`config.mk`:
```
export PLATFORM = sky130hd
export DESIGN_NAME = rate_limited_command_queue
export DESIGN_NICKNAME = d
export VERILOG_FILES = /design/src/rtl/rlcq_pkg.sv /design/src/rtl/rlcq_front.sv /design/src/rtl/rlcq_jobq.sv /design/src/rtl/rlcq_back.sv /design/src/rtl/rate_limited_command_queue.sv
export SDC_FILE = /design/constraint.sdc
export NUM_CORES = 2
export LEC_CHECK = 0
export ABC_CLOCK_PERIOD_IN_PS = 5600
export BUFFER_PORTS_ARGS = -buffer_cell sky130_fd_sc_hd__buf_4
export CORE_ASPECT_RATIO = 1.1
export CORE_MARGIN = 2
export CORE_UTILIZATION = 60
export CTS_CLUSTER_DIAMETER = 80
export DETAILED_ROUTE_END_ITERATION = 8
export PLACE_DENSITY = 0.77
export REMOVE_ABC_BUFFERS = 1
export SETUP_SLACK_MARGIN = 0.02
export SYNTH_ARGS = -nofsm -noshare
export SYNTH_HDL_FRONTEND = slang
export SYNTH_SLANG_ARGS = --single-unit
export TNS_END_PERCENT = 20
```
`constraint.sdc`:
```
create_clock -name clk_i -period 5.6 [get_ports clk_i]
set_clock_uncertainty 0.1 [all_clocks]
set_input_delay 1.12 -clock clk_i [delete_from_list [all_inputs] [get_ports clk_i]]
set_output_delay 1.12 -clock clk_i [all_outputs]
set_load 0.03 [all_outputs]
```
`src/rtl/rlcq_pkg.sv`:
```
package rlcq_pkg;

  localparam int unsigned Slots     = 16;
  localparam int unsigned SlotBytes = 16;

  localparam int unsigned SlotW     = $clog2(Slots);
  localparam int unsigned ByteIdxW  = (SlotBytes > 1) ? $clog2(SlotBytes) : 1;
  localparam int unsigned LenW      = $clog2(SlotBytes + 2);
  localparam int unsigned MemDepth  = Slots * SlotBytes;
  localparam int unsigned MemAw     = (MemDepth > 1) ? $clog2(MemDepth) : 1;
  localparam int unsigned ElapsedW  = 16;
  localparam int unsigned QcW       = 4;
  localparam int unsigned QcMax     = 15;

  localparam logic [ElapsedW-1:0] ElapsedMax    = 16'hFFFF;
  localparam logic [ElapsedW-1:0] IntervalReset = 16'd5000;

  typedef enum logic [1:0] {
    KIND_SENT       = 2'd0,
    KIND_QUEUED     = 2'd1,
    KIND_DROP_FULL  = 2'd2,
    KIND_DROP_LONG  = 2'd3
  } kind_e;

  typedef struct packed {
    kind_e               kind;
    logic [SlotW-1:0]    slot;
    logic [LenW-1:0]     len;
    logic [QcW-1:0]      qcount;
  } job_t;

  typedef struct packed {
    logic               en;
    logic [MemAw-1:0]   addr;
    logic [7:0]         data;
  } mem_wr_t;

  typedef struct packed {
    logic empty;
    logic full;
    logic send_pending;
  } jobq_status_t;

  function automatic logic [MemAw-1:0] mem_addr(input logic [SlotW-1:0] slot,
                                                 input logic [ByteIdxW-1:0] idx);
    return MemAw'(slot) * MemAw'(SlotBytes) + MemAw'(idx);
  endfunction

  function automatic logic [SlotW-1:0] slot_inc(input logic [SlotW-1:0] s);
    return (s == SlotW'(Slots - 1)) ? '0 : s + 1'b1;
  endfunction

  function automatic logic [QcW-1:0] ring_count(input logic [SlotW-1:0] head,
                                                 input logic [SlotW-1:0] tail);
    logic [SlotW:0] diff;
    if (tail >= head) begin
      diff = {1'b0, tail} - {1'b0, head};
    end else begin
      diff = {1'b0, tail} + (SlotW+1)'(Slots) - {1'b0, head};
    end
    return (diff > QcMax) ? QcW'(QcMax) : QcW'(diff);
  endfunction

endpackage

```
`src/rtl/rlcq_front.sv`:
```
module rlcq_front (
  input  logic                      clk_i,
  input  logic                      rst_ni,
  input  logic                      cfg_we_i,
  input  logic [15:0]               cfg_wdata_i,
  input  logic                      in_valid_i,
  output logic                      in_ready_o,
  input  logic                      in_func_i,
  input  logic [7:0]                in_byte_i,
  input  logic                      in_last_i,
  input  rlcq_pkg::jobq_status_t    jobq_status_i,
  output logic                      push_o,
  output rlcq_pkg::job_t            job_o,
  output rlcq_pkg::mem_wr_t         mem_wr_o
);
  import rlcq_pkg::*;

  logic [SlotW-1:0]    head_q, head_d, tail_q, tail_d;
  logic [LenW-1:0]     staged_q, staged_d, staged_inc;
  logic [ElapsedW-1:0] elapsed_q, elapsed_d, el_inc;
  logic [ElapsedW-1:0] min_q;
  logic [LenW-1:0]     lengths_q [Slots];
  logic                len_we;
  logic                accept, ring_empty, too_long;

  assign in_ready_o = !jobq_status_i.full && !jobq_status_i.send_pending;
  assign accept     = in_valid_i && in_ready_o;
  assign ring_empty = (head_q == tail_q);
  assign el_inc     = (elapsed_q == ElapsedMax) ? elapsed_q : elapsed_q + 1'b1;
  assign staged_inc = (staged_q <= LenW'(SlotBytes)) ? staged_q + 1'b1 : staged_q;
  assign too_long   = (staged_inc > LenW'(SlotBytes));

  always_comb begin
    head_d        = head_q;
    tail_d        = tail_q;
    staged_d      = staged_q;
    elapsed_d     = elapsed_q;
    push_o        = 1'b0;
    len_we        = 1'b0;
    job_o.kind    = KIND_SENT;
    job_o.slot    = tail_q;
    job_o.len     = staged_inc;
    job_o.qcount  = ring_count(head_q, tail_q);
    mem_wr_o.en   = 1'b0;
    mem_wr_o.addr = mem_addr(tail_q, staged_q[ByteIdxW-1:0]);
    mem_wr_o.data = in_byte_i;
    if (accept) begin
      if (!in_func_i) begin
        elapsed_d = el_inc;
        if (!ring_empty && (el_inc >= min_q)) begin
          push_o       = 1'b1;
          job_o.slot   = head_q;
          job_o.len    = lengths_q[head_q];
          job_o.qcount = ring_count(slot_inc(head_q), tail_q);
          head_d       = slot_inc(head_q);
          elapsed_d    = '0;
        end
      end else begin
        mem_wr_o.en = (staged_q < LenW'(SlotBytes));
        staged_d    = staged_inc;
        if (in_last_i) begin
          staged_d = '0;
          push_o   = 1'b1;
          if (!too_long && ring_empty && (elapsed_q >= min_q)) begin
            elapsed_d = '0;
          end else if (slot_inc(tail_q) == head_q) begin
            job_o.kind = KIND_DROP_FULL;
          end else if (too_long) begin
            job_o.kind = KIND_DROP_LONG;
          end else begin
            job_o.kind   = KIND_QUEUED;
            job_o.qcount = ring_count(head_q, slot_inc(tail_q));
            len_we       = 1'b1;
            tail_d       = slot_inc(tail_q);
          end
        end
      end
    end
  end

  always_ff @(posedge clk_i or negedge rst_ni) begin
    if (!rst_ni) begin
      head_q    <= '0;
      tail_q    <= '0;
      staged_q  <= '0;
      elapsed_q <= '0;
      min_q     <= IntervalReset;
    end else begin
      head_q    <= head_d;
      tail_q    <= tail_d;
      staged_q  <= staged_d;
      elapsed_q <= elapsed_d;
      if (cfg_we_i) begin
        min_q <= cfg_wdata_i;
      end
    end
  end

  always_ff @(posedge clk_i) begin
    if (len_we) begin
      lengths_q[tail_q] <= staged_inc;
    end
  end

endmodule

```
`src/rtl/rlcq_jobq.sv`:
```
module rlcq_jobq (
  input  logic                      clk_i,
  input  logic                      rst_ni,
  input  logic                      push_i,
  input  rlcq_pkg::job_t            job_i,
  input  logic                      pop_i,
  output rlcq_pkg::job_t            job_o,
  output rlcq_pkg::jobq_status_t    status_o
);
  import rlcq_pkg::*;

  job_t       entries_q [2];
  logic       rd_ptr_q, wr_ptr_q;
  logic [1:0] cnt_q;
  logic [1:0] valid;

  always_comb begin
    for (int i = 0; i < 2; i++) begin
      valid[i] = (cnt_q == 2'd2) || ((cnt_q == 2'd1) && (rd_ptr_q == 1'(i)));
    end
  end

  assign job_o                 = entries_q[rd_ptr_q];
  assign status_o.empty        = (cnt_q == 2'd0);
  assign status_o.full         = (cnt_q == 2'd2);
  assign status_o.send_pending = (valid[0] && entries_q[0].kind == KIND_SENT) ||
                                 (valid[1] && entries_q[1].kind == KIND_SENT);

  always_ff @(posedge clk_i or negedge rst_ni) begin
    if (!rst_ni) begin
      rd_ptr_q <= 1'b0;
      wr_ptr_q <= 1'b0;
      cnt_q    <= 2'd0;
    end else begin
      if (push_i) begin
        wr_ptr_q <= ~wr_ptr_q;
      end
      if (pop_i) begin
        rd_ptr_q <= ~rd_ptr_q;
      end
      cnt_q <= cnt_q + {1'b0, push_i} - {1'b0, pop_i};
    end
  end

  always_ff @(posedge clk_i) begin
    if (push_i) begin
      entries_q[wr_ptr_q] <= job_i;
    end
  end

endmodule

```
`src/rtl/rlcq_back.sv`:
```
module rlcq_back (
  input  logic                      clk_i,
  input  logic                      rst_ni,
  input  rlcq_pkg::mem_wr_t         mem_wr_i,
  input  logic                      job_valid_i,
  input  rlcq_pkg::job_t            job_i,
  output logic                      pop_o,
  output logic                      out_valid_o,
  input  logic                      out_ready_i,
  output rlcq_pkg::kind_e           out_kind_o,
  output logic [7:0]                out_byte_o,
  output logic                      out_last_o,
  output logic [rlcq_pkg::QcW-1:0]  out_qcount_o
);
  import rlcq_pkg::*;

  logic [7:0]          mem_q [MemDepth];
  logic [ByteIdxW-1:0] idx_q;
  logic                rd_valid_q, rd_last_q;
  kind_e               rd_kind_q;
  logic [QcW-1:0]      rd_qc_q;
  logic [7:0]          rd_byte_q;
  logic                out_valid_q, out_last_q;
  kind_e               out_kind_q;
  logic [7:0]          out_byte_q;
  logic [QcW-1:0]      out_qc_q;
  logic                out_free, rd_free, issue, is_send, last_byte;

  assign out_free  = !out_valid_q || out_ready_i;
  assign rd_free   = !rd_valid_q || out_free;
  assign issue     = job_valid_i && rd_free;
  assign is_send   = (job_i.kind == KIND_SENT);
  assign last_byte = ((LenW'(idx_q) + 1'b1) == job_i.len);
  assign pop_o     = issue && (!is_send || last_byte);

  always_ff @(posedge clk_i or negedge rst_ni) begin
    if (!rst_ni) begin
      idx_q       <= '0;
      rd_valid_q  <= 1'b0;
      out_valid_q <= 1'b0;
    end else begin
      if (issue && is_send) begin
        idx_q <= last_byte ? '0 : idx_q + 1'b1;
      end
      if (rd_free) begin
        rd_valid_q <= issue;
      end
      if (out_free) begin
        out_valid_q <= rd_valid_q;
      end
    end
  end

  always_ff @(posedge clk_i) begin
    if (mem_wr_i.en) begin
      mem_q[mem_wr_i.addr] <= mem_wr_i.data;
    end
    if (issue && is_send) begin
      rd_byte_q <= mem_q[mem_addr(job_i.slot, idx_q)];
    end
  end

  always_ff @(posedge clk_i) begin
    if (issue) begin
      rd_kind_q <= job_i.kind;
      rd_last_q <= !is_send || last_byte;
      rd_qc_q   <= job_i.qcount;
    end
    if (out_free && rd_valid_q) begin
      out_kind_q <= rd_kind_q;
      out_byte_q <= (rd_kind_q == KIND_SENT) ? rd_byte_q : 8'd0;
      out_last_q <= rd_last_q;
      out_qc_q   <= rd_qc_q;
    end
  end

  assign out_valid_o  = out_valid_q;
  assign out_kind_o   = out_kind_q;
  assign out_byte_o   = out_byte_q;
  assign out_last_o   = out_last_q;
  assign out_qcount_o = out_qc_q;

endmodule

```
`src/rtl/rate_limited_command_queue.sv`:
```
// Channel   Direction  tdata                            tuser          tlast
// s_axis    in         [7:0] cmd_byte                   [0] func       cmd_last
// m_axis    out        [7:0] out_byte, [11:8] queued    [1:0] out_kind out_last
// cfg       in         cfg_wdata_i = min_interval_ticks, written when cfg_we_i
//
// One input transfer per cycle while no send is in flight.
// A send streams its N stored bytes one per cycle, unless m_axis stalls, through the
// single byte-memory read port; input stalls from the send decision to its last read.
// The two-entry job queue and the output register stall the front when full.
// Reset clears ring pointers, staged count and elapsed ticks; interval returns to 5000.
module rate_limited_command_queue (
  input  logic        clk_i,
  input  logic        rst_ni,
  input  logic        cfg_we_i,
  input  logic [15:0] cfg_wdata_i,
  input  logic        s_axis_tvalid,
  output logic        s_axis_tready,
  input  logic [7:0]  s_axis_tdata,   // [7:0] cmd_byte
  input  logic        s_axis_tuser,   // [0] func
  input  logic        s_axis_tlast,
  output logic        m_axis_tvalid,
  input  logic        m_axis_tready,
  output logic [15:0] m_axis_tdata,   // [7:0] out_byte, [11:8] queued_count, [15:12] zero
  output logic [1:0]  m_axis_tuser,   // [1:0] out_kind
  output logic        m_axis_tlast
);
  import rlcq_pkg::*;

  logic         push, pop;
  job_t         push_job, head_job;
  mem_wr_t      mem_wr;
  jobq_status_t jobq_status;
  kind_e        out_kind;
  logic [7:0]   out_byte;
  logic [QcW-1:0] out_qcount;

  rlcq_front u_front (
    .clk_i         (clk_i),
    .rst_ni        (rst_ni),
    .cfg_we_i      (cfg_we_i),
    .cfg_wdata_i   (cfg_wdata_i),
    .in_valid_i    (s_axis_tvalid),
    .in_ready_o    (s_axis_tready),
    .in_func_i     (s_axis_tuser),
    .in_byte_i     (s_axis_tdata),
    .in_last_i     (s_axis_tlast),
    .jobq_status_i (jobq_status),
    .push_o        (push),
    .job_o         (push_job),
    .mem_wr_o      (mem_wr)
  );

  rlcq_jobq u_jobq (
    .clk_i    (clk_i),
    .rst_ni   (rst_ni),
    .push_i   (push),
    .job_i    (push_job),
    .pop_i    (pop),
    .job_o    (head_job),
    .status_o (jobq_status)
  );

  rlcq_back u_back (
    .clk_i        (clk_i),
    .rst_ni       (rst_ni),
    .mem_wr_i     (mem_wr),
    .job_valid_i  (!jobq_status.empty),
    .job_i        (head_job),
    .pop_o        (pop),
    .out_valid_o  (m_axis_tvalid),
    .out_ready_i  (m_axis_tready),
    .out_kind_o   (out_kind),
    .out_byte_o   (out_byte),
    .out_last_o   (m_axis_tlast),
    .out_qcount_o (out_qcount)
  );

  assign m_axis_tdata = {4'b0000, out_qcount, out_byte};
  assign m_axis_tuser = out_kind;

  assert property (@(posedge clk_i) disable iff (!rst_ni)
    push |-> !jobq_status.full)
    else $error("job queue overflow");

  assert property (@(posedge clk_i) disable iff (!rst_ni)
    pop |-> !jobq_status.empty)
    else $error("job queue underflow");

  assert property (@(posedge clk_i) disable iff (!rst_ni)
    (m_axis_tvalid && m_axis_tuser != KIND_SENT) |-> m_axis_tlast)
    else $error("status result without tlast");

  assert property (@(posedge clk_i) disable iff (!rst_ni)
    mem_wr.en |-> !jobq_status.send_pending)
    else $error("byte memory written during send");

endmodule
```
# After elaboration in Yosys (flattened, before gate mapping)
# Memory sizes are Yosys's and may differ from the RTL's. A register that Yosys moved wholly into a read port is not among the register bits.
# Index checks and enable logic that the tools add are counted.
[op_classes] add_sub_neg=18 order_cmp=11 n_eq_ne=10 muxes=56 n_bitwise=6 reduce_logical=36
[op_table] op="$mux 16" n=5
[op_table] op="$mux 5" n=14
[op_table] op="$mux 4" n=11
[op_table] op="$ge 16x16->1" n=2
[op_table] op="$mux 1" n=18
[op_table] op="$add 16x1->16 const B" n=1
[op_table] op="$add 8x4->8" n=2
[op_table] op="$eq 16x16->1 const B" n=1
[op_table] op="$gt 5x4->1 const B" n=3
[op_table] op="$mux 15" n=1
[op_table] op="$sub 4x4->5" n=3
[op_table] op="$sub 5x4->5" n=3
[op_table] op="$logic_and 1x1->1" n=13
[op_table] op="$mux 13" n=1
[op_table] op="$add 4x1->4 const B" n=3
[op_table] op="$ge 4x4->1" n=3
[op_table] op="$add 4x5->5 const B" n=2
[op_table] op="$logic_not 2->1" n=5
[op_table] op="$mux 2" n=5
[op_table] op="$mux 9" n=1
[op_table] op="$eq 4x4->1" n=2
[op_table] op="$eq 4x4->1 const B" n=2
[op_table] op="$logic_not 1->1" n=8
[op_table] op="$logic_or 1x1->1" n=6
[op_table] op="other kinds (15)" n=22
[word_totals] regBits=77 mem_bits_rw=2158 inputBits=31 out_inout_bits=21 mem_count=3
[mem_list] name="u_back.mem_q" words=256 word_bits=8 read_ports=1 rd_clocked_by_memory_dff=1 write_ports=1 line_no="rlcq_back.sv:17" source="logic [7:0] mem_q [MemDepth];"
[mem_list] name="u_front.lengths_q" words=16 word_bits=5 read_ports=1 rd_clocked_by_memory_dff=0 write_ports=1 line_no="rlcq_front.sv:22" source="logic [LenW-1:0] lengths_q [Slots];"
[mem_list] name="u_jobq.entries_q" words=2 word_bits=15 read_ports=3 rd_clocked_by_memory_dff=0 write_ports=1 line_no="rlcq_jobq.sv:12" source="job_t entries_q [2];"

# Logic depth before layout (Yosys ltp)
[depth] word_depth=19 mapped_depth=20

# By module
# Synthesis repeated with hierarchy kept, for this count alone.
[hier_totals] hier_cells=4563 hier_area_um2=89323.2
[modules_own_cells] mod="rlcq_back" n_inst=1 cells_per_inst=3877 area_per_inst_um2=80657.4 seq_area_each_um2=62550.0
[modules_own_cells] mod="rlcq_front" n_inst=1 cells_per_inst=611 area_per_inst_um2=7272.0 seq_area_each_um2=3534.6
[modules_own_cells] mod="rlcq_jobq" n_inst=1 cells_per_inst=69 area_per_inst_um2=1356.3 seq_area_each_um2=1001.0
[modules_own_cells] mod="rate_limited_command_queue" n_inst=1 cells_per_inst=6 area_per_inst_um2=37.5 seq_area_each_um2=0.0

# Worst setup path after synthesis
# No wires, ideal clock.
[synth_timing] path_kind="reg2reg" startpoint="register u_front.elapsed_q[4]" endpoint="memory u_jobq.entries_q[0][0] in the netlist's numbering, enable pin" arrival_time_ps=4501 required_ps=5108 slack_ps=607 path_stages_with_launch=16 n_path_buf=2 synth_period_minus_slack_ps=4993 cell_sequence="dfrtp_1 -> clkbuf_1 -> and4_1 -> nand4_1 -> nor3_1 -> or4b_2 -> and2_1 -> or2_2 -> ha_1 -> and4_1 -> o2111ai_1 -> a31o_2 -> a311oi_1 -> o21ai_0 -> clkbuf_1 -> a21oi_1"
[synth_via] elab_chain_len=9
[synth_rtl] element="start, declared" line_no="rlcq_front.sv:20" source="logic [ElapsedW-1:0] elapsed_q, elapsed_d, el_inc;"
[synth_rtl] element="start signal, assigned" line_no="rlcq_front.sv:92" source="elapsed_q <= elapsed_d;"
[synth_rtl] element="$add 16x1->16 or $eq 16x16->1 (tied branches)" line_no="rlcq_front.sv:29" source="assign el_inc = (elapsed_q == ElapsedMax) ? elapsed_q : elapsed_q + 1'b1;"
[synth_rtl] element="$mux 16 *" line_no="rlcq_front.sv:29"
[synth_rtl] element="$ge 16x16->1 *" line_no="rlcq_front.sv:50" source="if (!ring_empty && (el_inc >= min_q)) begin"
[synth_rtl] element="$logic_and 1x1->1 *" line_no="rlcq_front.sv:50"
[synth_rtl] element="$mux 1 *" line_no="rlcq_front.sv:50"
[synth_rtl] element="$mux 1 *" line_no="rlcq_front.sv:48" source="if (!in_func_i) begin"
[synth_rtl] element="$mux 1 *" line_no="rlcq_front.sv:47" source="if (accept) begin"
[synth_rtl] element="$mux 1 *" line_no="rlcq_jobq.sv:46" source="if (push_i) begin"
[synth_rtl] element="$mux 1 (not written as such) *" line_no="rlcq_jobq.sv:47" source="entries_q[wr_ptr_q] <= job_i;"
[synth_rtl] element="end, declared" line_no="rlcq_jobq.sv:12"
# Mark *: on every way between the ends. The rest lies on a longest branch, timed or not.

# Final worst setup path
[layout_timing] startpoint="register u_jobq.rd_ptr_q" endpoint="memory u_back.mem_q[176][0], enable pin"
[layout_via] elab_chain_len=11
[layout_rtl] element="start, declared" line_no="rlcq_jobq.sv:13" source="logic rd_ptr_q, wr_ptr_q;"
[layout_rtl] element="start signal, assigned" line_no="rlcq_jobq.sv:39" source="rd_ptr_q <= ~rd_ptr_q;"
[layout_rtl] element="$not 1->1" line_no="rlcq_jobq.sv:19" source="valid[i] = (cnt_q == 2'd2) || ((cnt_q == 2'd1) && (rd_ptr_q == 1'(i)));"
[layout_rtl] element="$logic_and 1x1->1" line_no="rlcq_jobq.sv:19"
[layout_rtl] element="$logic_or 1x1->1" line_no="rlcq_jobq.sv:19"
[layout_rtl] element="$logic_and 1x1->1" line_no="rlcq_jobq.sv:26" source="assign status_o.send_pending = (valid[0] && entries_q[0].kind == KIND_SENT) ||"
[layout_rtl] element="$logic_or 1x1->1 *" line_no="rlcq_jobq.sv:26"
[layout_rtl] element="$logic_not 1->1 *" line_no="rlcq_front.sv:26" source="assign in_ready_o = !jobq_status_i.full && !jobq_status_i.send_pending;"
[layout_rtl] element="$logic_and 1x1->1 *" line_no="rlcq_front.sv:26"
[layout_rtl] element="$logic_and 1x1->1 *" line_no="rlcq_front.sv:27" source="assign accept = in_valid_i && in_ready_o;"
[layout_rtl] element="$mux 1 *" line_no="rlcq_front.sv:47"
[layout_rtl] element="$mux 1 *" line_no="rlcq_back.sv:55" source="if (mem_wr_i.en) begin"
[layout_rtl] element="$mux 1 (not written as such) *" line_no="rlcq_back.sv:56" source="mem_q[mem_wr_i.addr] <= mem_wr_i.data;"
[layout_rtl] element="end, declared" line_no="rlcq_back.sv:17"
# Marks and branches as above.

==> run metrics <==
outcome=finished clean; CP peak stage delay=between 1 and 1.5 ns; max layer used=met5; MaxCap Viol Count=0; crit-path cells=nor3_1 -> o21ai_1 -> and2_1 -> nand2_1 -> nor2_1 -> buf_4 -> nand3_1 -> nor2_1; PostCTS Resize Cnt=0; total chip power=between 40000 and 50000 µW; Synth async-reset ratio=0.0245; Starting Density=0.603; Vias/cell=between 6 and 7; antenna viol nets, final=0; Vias=roughly 46000; post-synthesis adder-cell area fraction=0.00869; met2 WL=around 110 mm; Critical Path AT=5.43 ns; Tcrit/Tclk final=0.904; largest net degree at the start of global routing=~150; htree depth=4; minimum clock period=slightly above 5 ns; DRC viols=0; clk root buf=clkbuf_16; post-CTS setup buffer count=0; synth-to-layout area growth=10.6%; Netlist cell types=84; filler instances=8987; Tot GR Track Use=0.299; worst setup path startpoint=u_jobq.rd_ptr_q$_DFFE_PN0P_; Syn Area/Cell=roughly 20 µm²; total gr overflow=0; final wirelength=roughly 220 mm; die extent in y=408 µm; most used cell, CP=nor2_1; I/O Buffers=between 40 and 50; core area=approximately 0.15 mm²; DIE AREA=between 0.15 and 0.2 mm²; clock power share=0.312; XOR/XNOR share of the synthesized area=0.00335; DR WL met3=between 20 and 30 mm; Syn Std Cell Area=between 0.08 and 0.09 mm²; first drt pass iteration count=5; Leak=roughly 0.03 µW; Synth Warn #=0; flops & latches, synth=between 2000 and 2500; Reg-to-Reg End=u_back.mem_q[176][0]$_DFFE_PP_; max-slew violations=0; DR iter-0 viols=~6700; CP max stage cell=dfrtp_1; Crit Path Category=flop to flop; worst slew pin tran=about 1.4 ns; P_int=about 31000 µW; Final Wtd Congestion=0.901; layout cells sized above 1=0.221; fmax=0.197 GHz; power density over the cells=approximately 460 mW/mm²; post-synthesis mux area share=0.143; I/O pins=52; vias in the first global route=between 40000 and 50000; chip width=roughly 370 µm; Avg WL per Cell=between 30 and 40 µm; row cnt=148; Peak supply drop=roughly 380 µV; TritonCTS clock tree=done; final hold viol count=0; sequential share of the synthesized area=0.754; unrepaired setup endpoints after global routing=no; Max clock buf depth=3; TritonCTS Sinks=~2200; DRT met1 WL=approximately 80 mm; main combinational cell family by area after synthesis=multiplexers; reg-to-reg slack, setup=0.54 ns; initial antenna violation count=6; CP Capture Type=flop; Hold Buf Count CTS=0; EDFF count, synth=roughly 2200; Clock transition at path regs=0.06 ns; Main synth FF type=edfxtp_1; Worst R2R Start=u_jobq.rd_ptr_q$_DFFE_PN0P_; Synth Area in Simple Gates=0.0407; dpl hpwl=133 mm; Logic pwr share=0.258; Clock Latency Late Sink=0.86 ns; Psw=13400 µW; Startpoint Class=flop; Syn Inst Count=4432; WP data required=about 6.0 ns; CP Max Fanout=22; R2R cell count=8; Final Util=0.666; CTS Buf Count=205; Final #Nets=between 4000 and 5000; hold crit path type=input port to async pin; Slew HR=0.0509; sequential share of power=0.430; Switching Fraction=0.298; Final Setup Violations=0; post-synthesis compound-gate area fraction=0.0330; global-route wire length before repair=~320 mm
routing by layer:
layer	vias to the layer above	track usage
met2	3194	0.458
met4	14	0.132
li1	18500	-
met3	555	0.0771
met1	24100	0.410
met5	-	0.000962
synth_stat cells (9+ instances only):
cell / number / area, µm²
xor2_1: 11 / 96.3
a31oi_1: 9 / 56.3
or3_1: 19 / 119
a21oi_1: 68 / 340
nand4_1: 31 / 194
a2111oi_0: 9 / 78.8
buf_2: 48 / 240
o21ai_0: 63 / 315
o32ai_1: 18 / 158
and2_1: 21 / 131
buf_4: 54 / 405
inv_1: 41 / 154
a21o_1: 11 / 82.6
nand2_1: 213 / 800
mux2i_1: 29 / 290
nand3_1: 53 / 265
nor2_1: 324 / 1220
mux4_2: 546 / 12300
a22o_1: 23 / 201
nor3_1: 52 / 260
o21a_1: 9 / 67.6
nand2b_1: 12 / 75.1
xnor2_1: 23 / 201
o221ai_1: 12 / 105
a221oi_1: 30 / 263
o22ai_1: 30 / 188
nor4_1: 14 / 87.6
clkbuf_1: 126 / 473
a22oi_1: 67 / 503
ha_1: 57 / 713
buf_1: 10 / 37.5
buf_6: 13 / 146
nor2b_1: 13 / 81.3
o31ai_1: 13 / 97.6
dfrtp_1: 50 / 1250
edfxtp_1: 2188 / 65700
placed cells by master (no fill, tap or decap), drive strengths merged, types with 21 or more instances in the layout:
cell,n
nor2,325
o22ai,30
bufinv,22
inv,51
clkbuf,263
nand2,213
nand4,31
buf,144
nand3,54
mux2i,30
a221oi,30
mux4,546
o21ai,65
edfxtp,2188
nor3,52
a22o,23
dfrtp,50
clkinv,83
a21oi,68
ha,57
and2,21
xnor2,23
a22oi,67
power groups by stage:
stage / combinational, µW / clock, µW / sequential [µW]
after detailed placement: 11300 / 0 / 19600
after global routing: 12000 / 14700 / 19300
after CTS: 11400 / 14100 / 19300
after floorplan: 6430 / 0 / 20000
after global placement: 11200 / 0 / 19600
final: 11500 / 14000 / 19300
metrics by stage:
stage	std cells	worst slack, ns	hold slack [ns]	area, µm²	setup TNS [ns]
after CTS	6660	0.650	0.210	98300	0
final	6661	0.536	0.212	98300	0
after global routing	6660	0.427	0.259	98300	0
after floorplan	4182	-16.57	0.300	87600	-257.34
after detailed placement	6284	0.730	0.323	91600	0
after global placement	6284	0.845	0.328	91600	0
worst max path at each step:
stage / to / depth (start not counted) / slack, ns
after global placement: u_back.mem_q[145][2]$_DFFE_PP_ / 8 / 0.84
after floorplan: u_jobq.cnt_q[1]$_DFF_PN0_ / 11 / -16.57
after detailed placement: u_back.mem_q[145][2]$_DFFE_PP_ / 8 / 0.73
after global routing: u_back.mem_q[24][6]$_DFFE_PP_ / 8 / 0.43
after CTS: u_back.mem_q[145][6]$_DFFE_PP_ / 8 / 0.65
final: u_back.mem_q[176][0]$_DFFE_PP_ / 8 / 0.54
registers in the layout, summed over array words and instances (netlist names), 5 cells and up:
name               flops
u_front.staged_q       5
u_back.out_byte_o      8
u_front.min_q         16
u_jobq.entries_q      30
u_back.rd_byte_q       8
u_front.lengths_q     80
u_back.mem_q        2048
u_front.elapsed_q     16
critical path: cells and delay by family, from the launching register on:
family	cells	cell delay (ns)
and+or+nand+nor	6	2.85
DFF	1	1.03
buffers and inverters	1	0.38
AOI/OAI and AO/OA	1	0.31
cell families after synthesis:
group                    Yosys count
AO/OA/AOI/OAI                    413
flip-flops                      2243
buffers and inverters            296
other                              1
AND/OR/NAND/NOR                  799
adder cells (fa/ha/maj)           60
XOR/XNOR                          34
multiplexers                     586
final cells by class:
type                            instances  area [µm²]  share of cell area
Clock inverter                        121        1350              0.0137
Multi-Input combinational cell       1896       20400               0.208
Clock buffer                          255        5360              0.0545
Antenna cell                            1        2.50           0.0000254
Tap cell                             1950        2440              0.0248
Inverter                               43         161             0.00164
Sequential cell                      2243       67100               0.682
Timing Repair Buffer                  152        1500              0.0153
(Power assumes the default switching activity.)
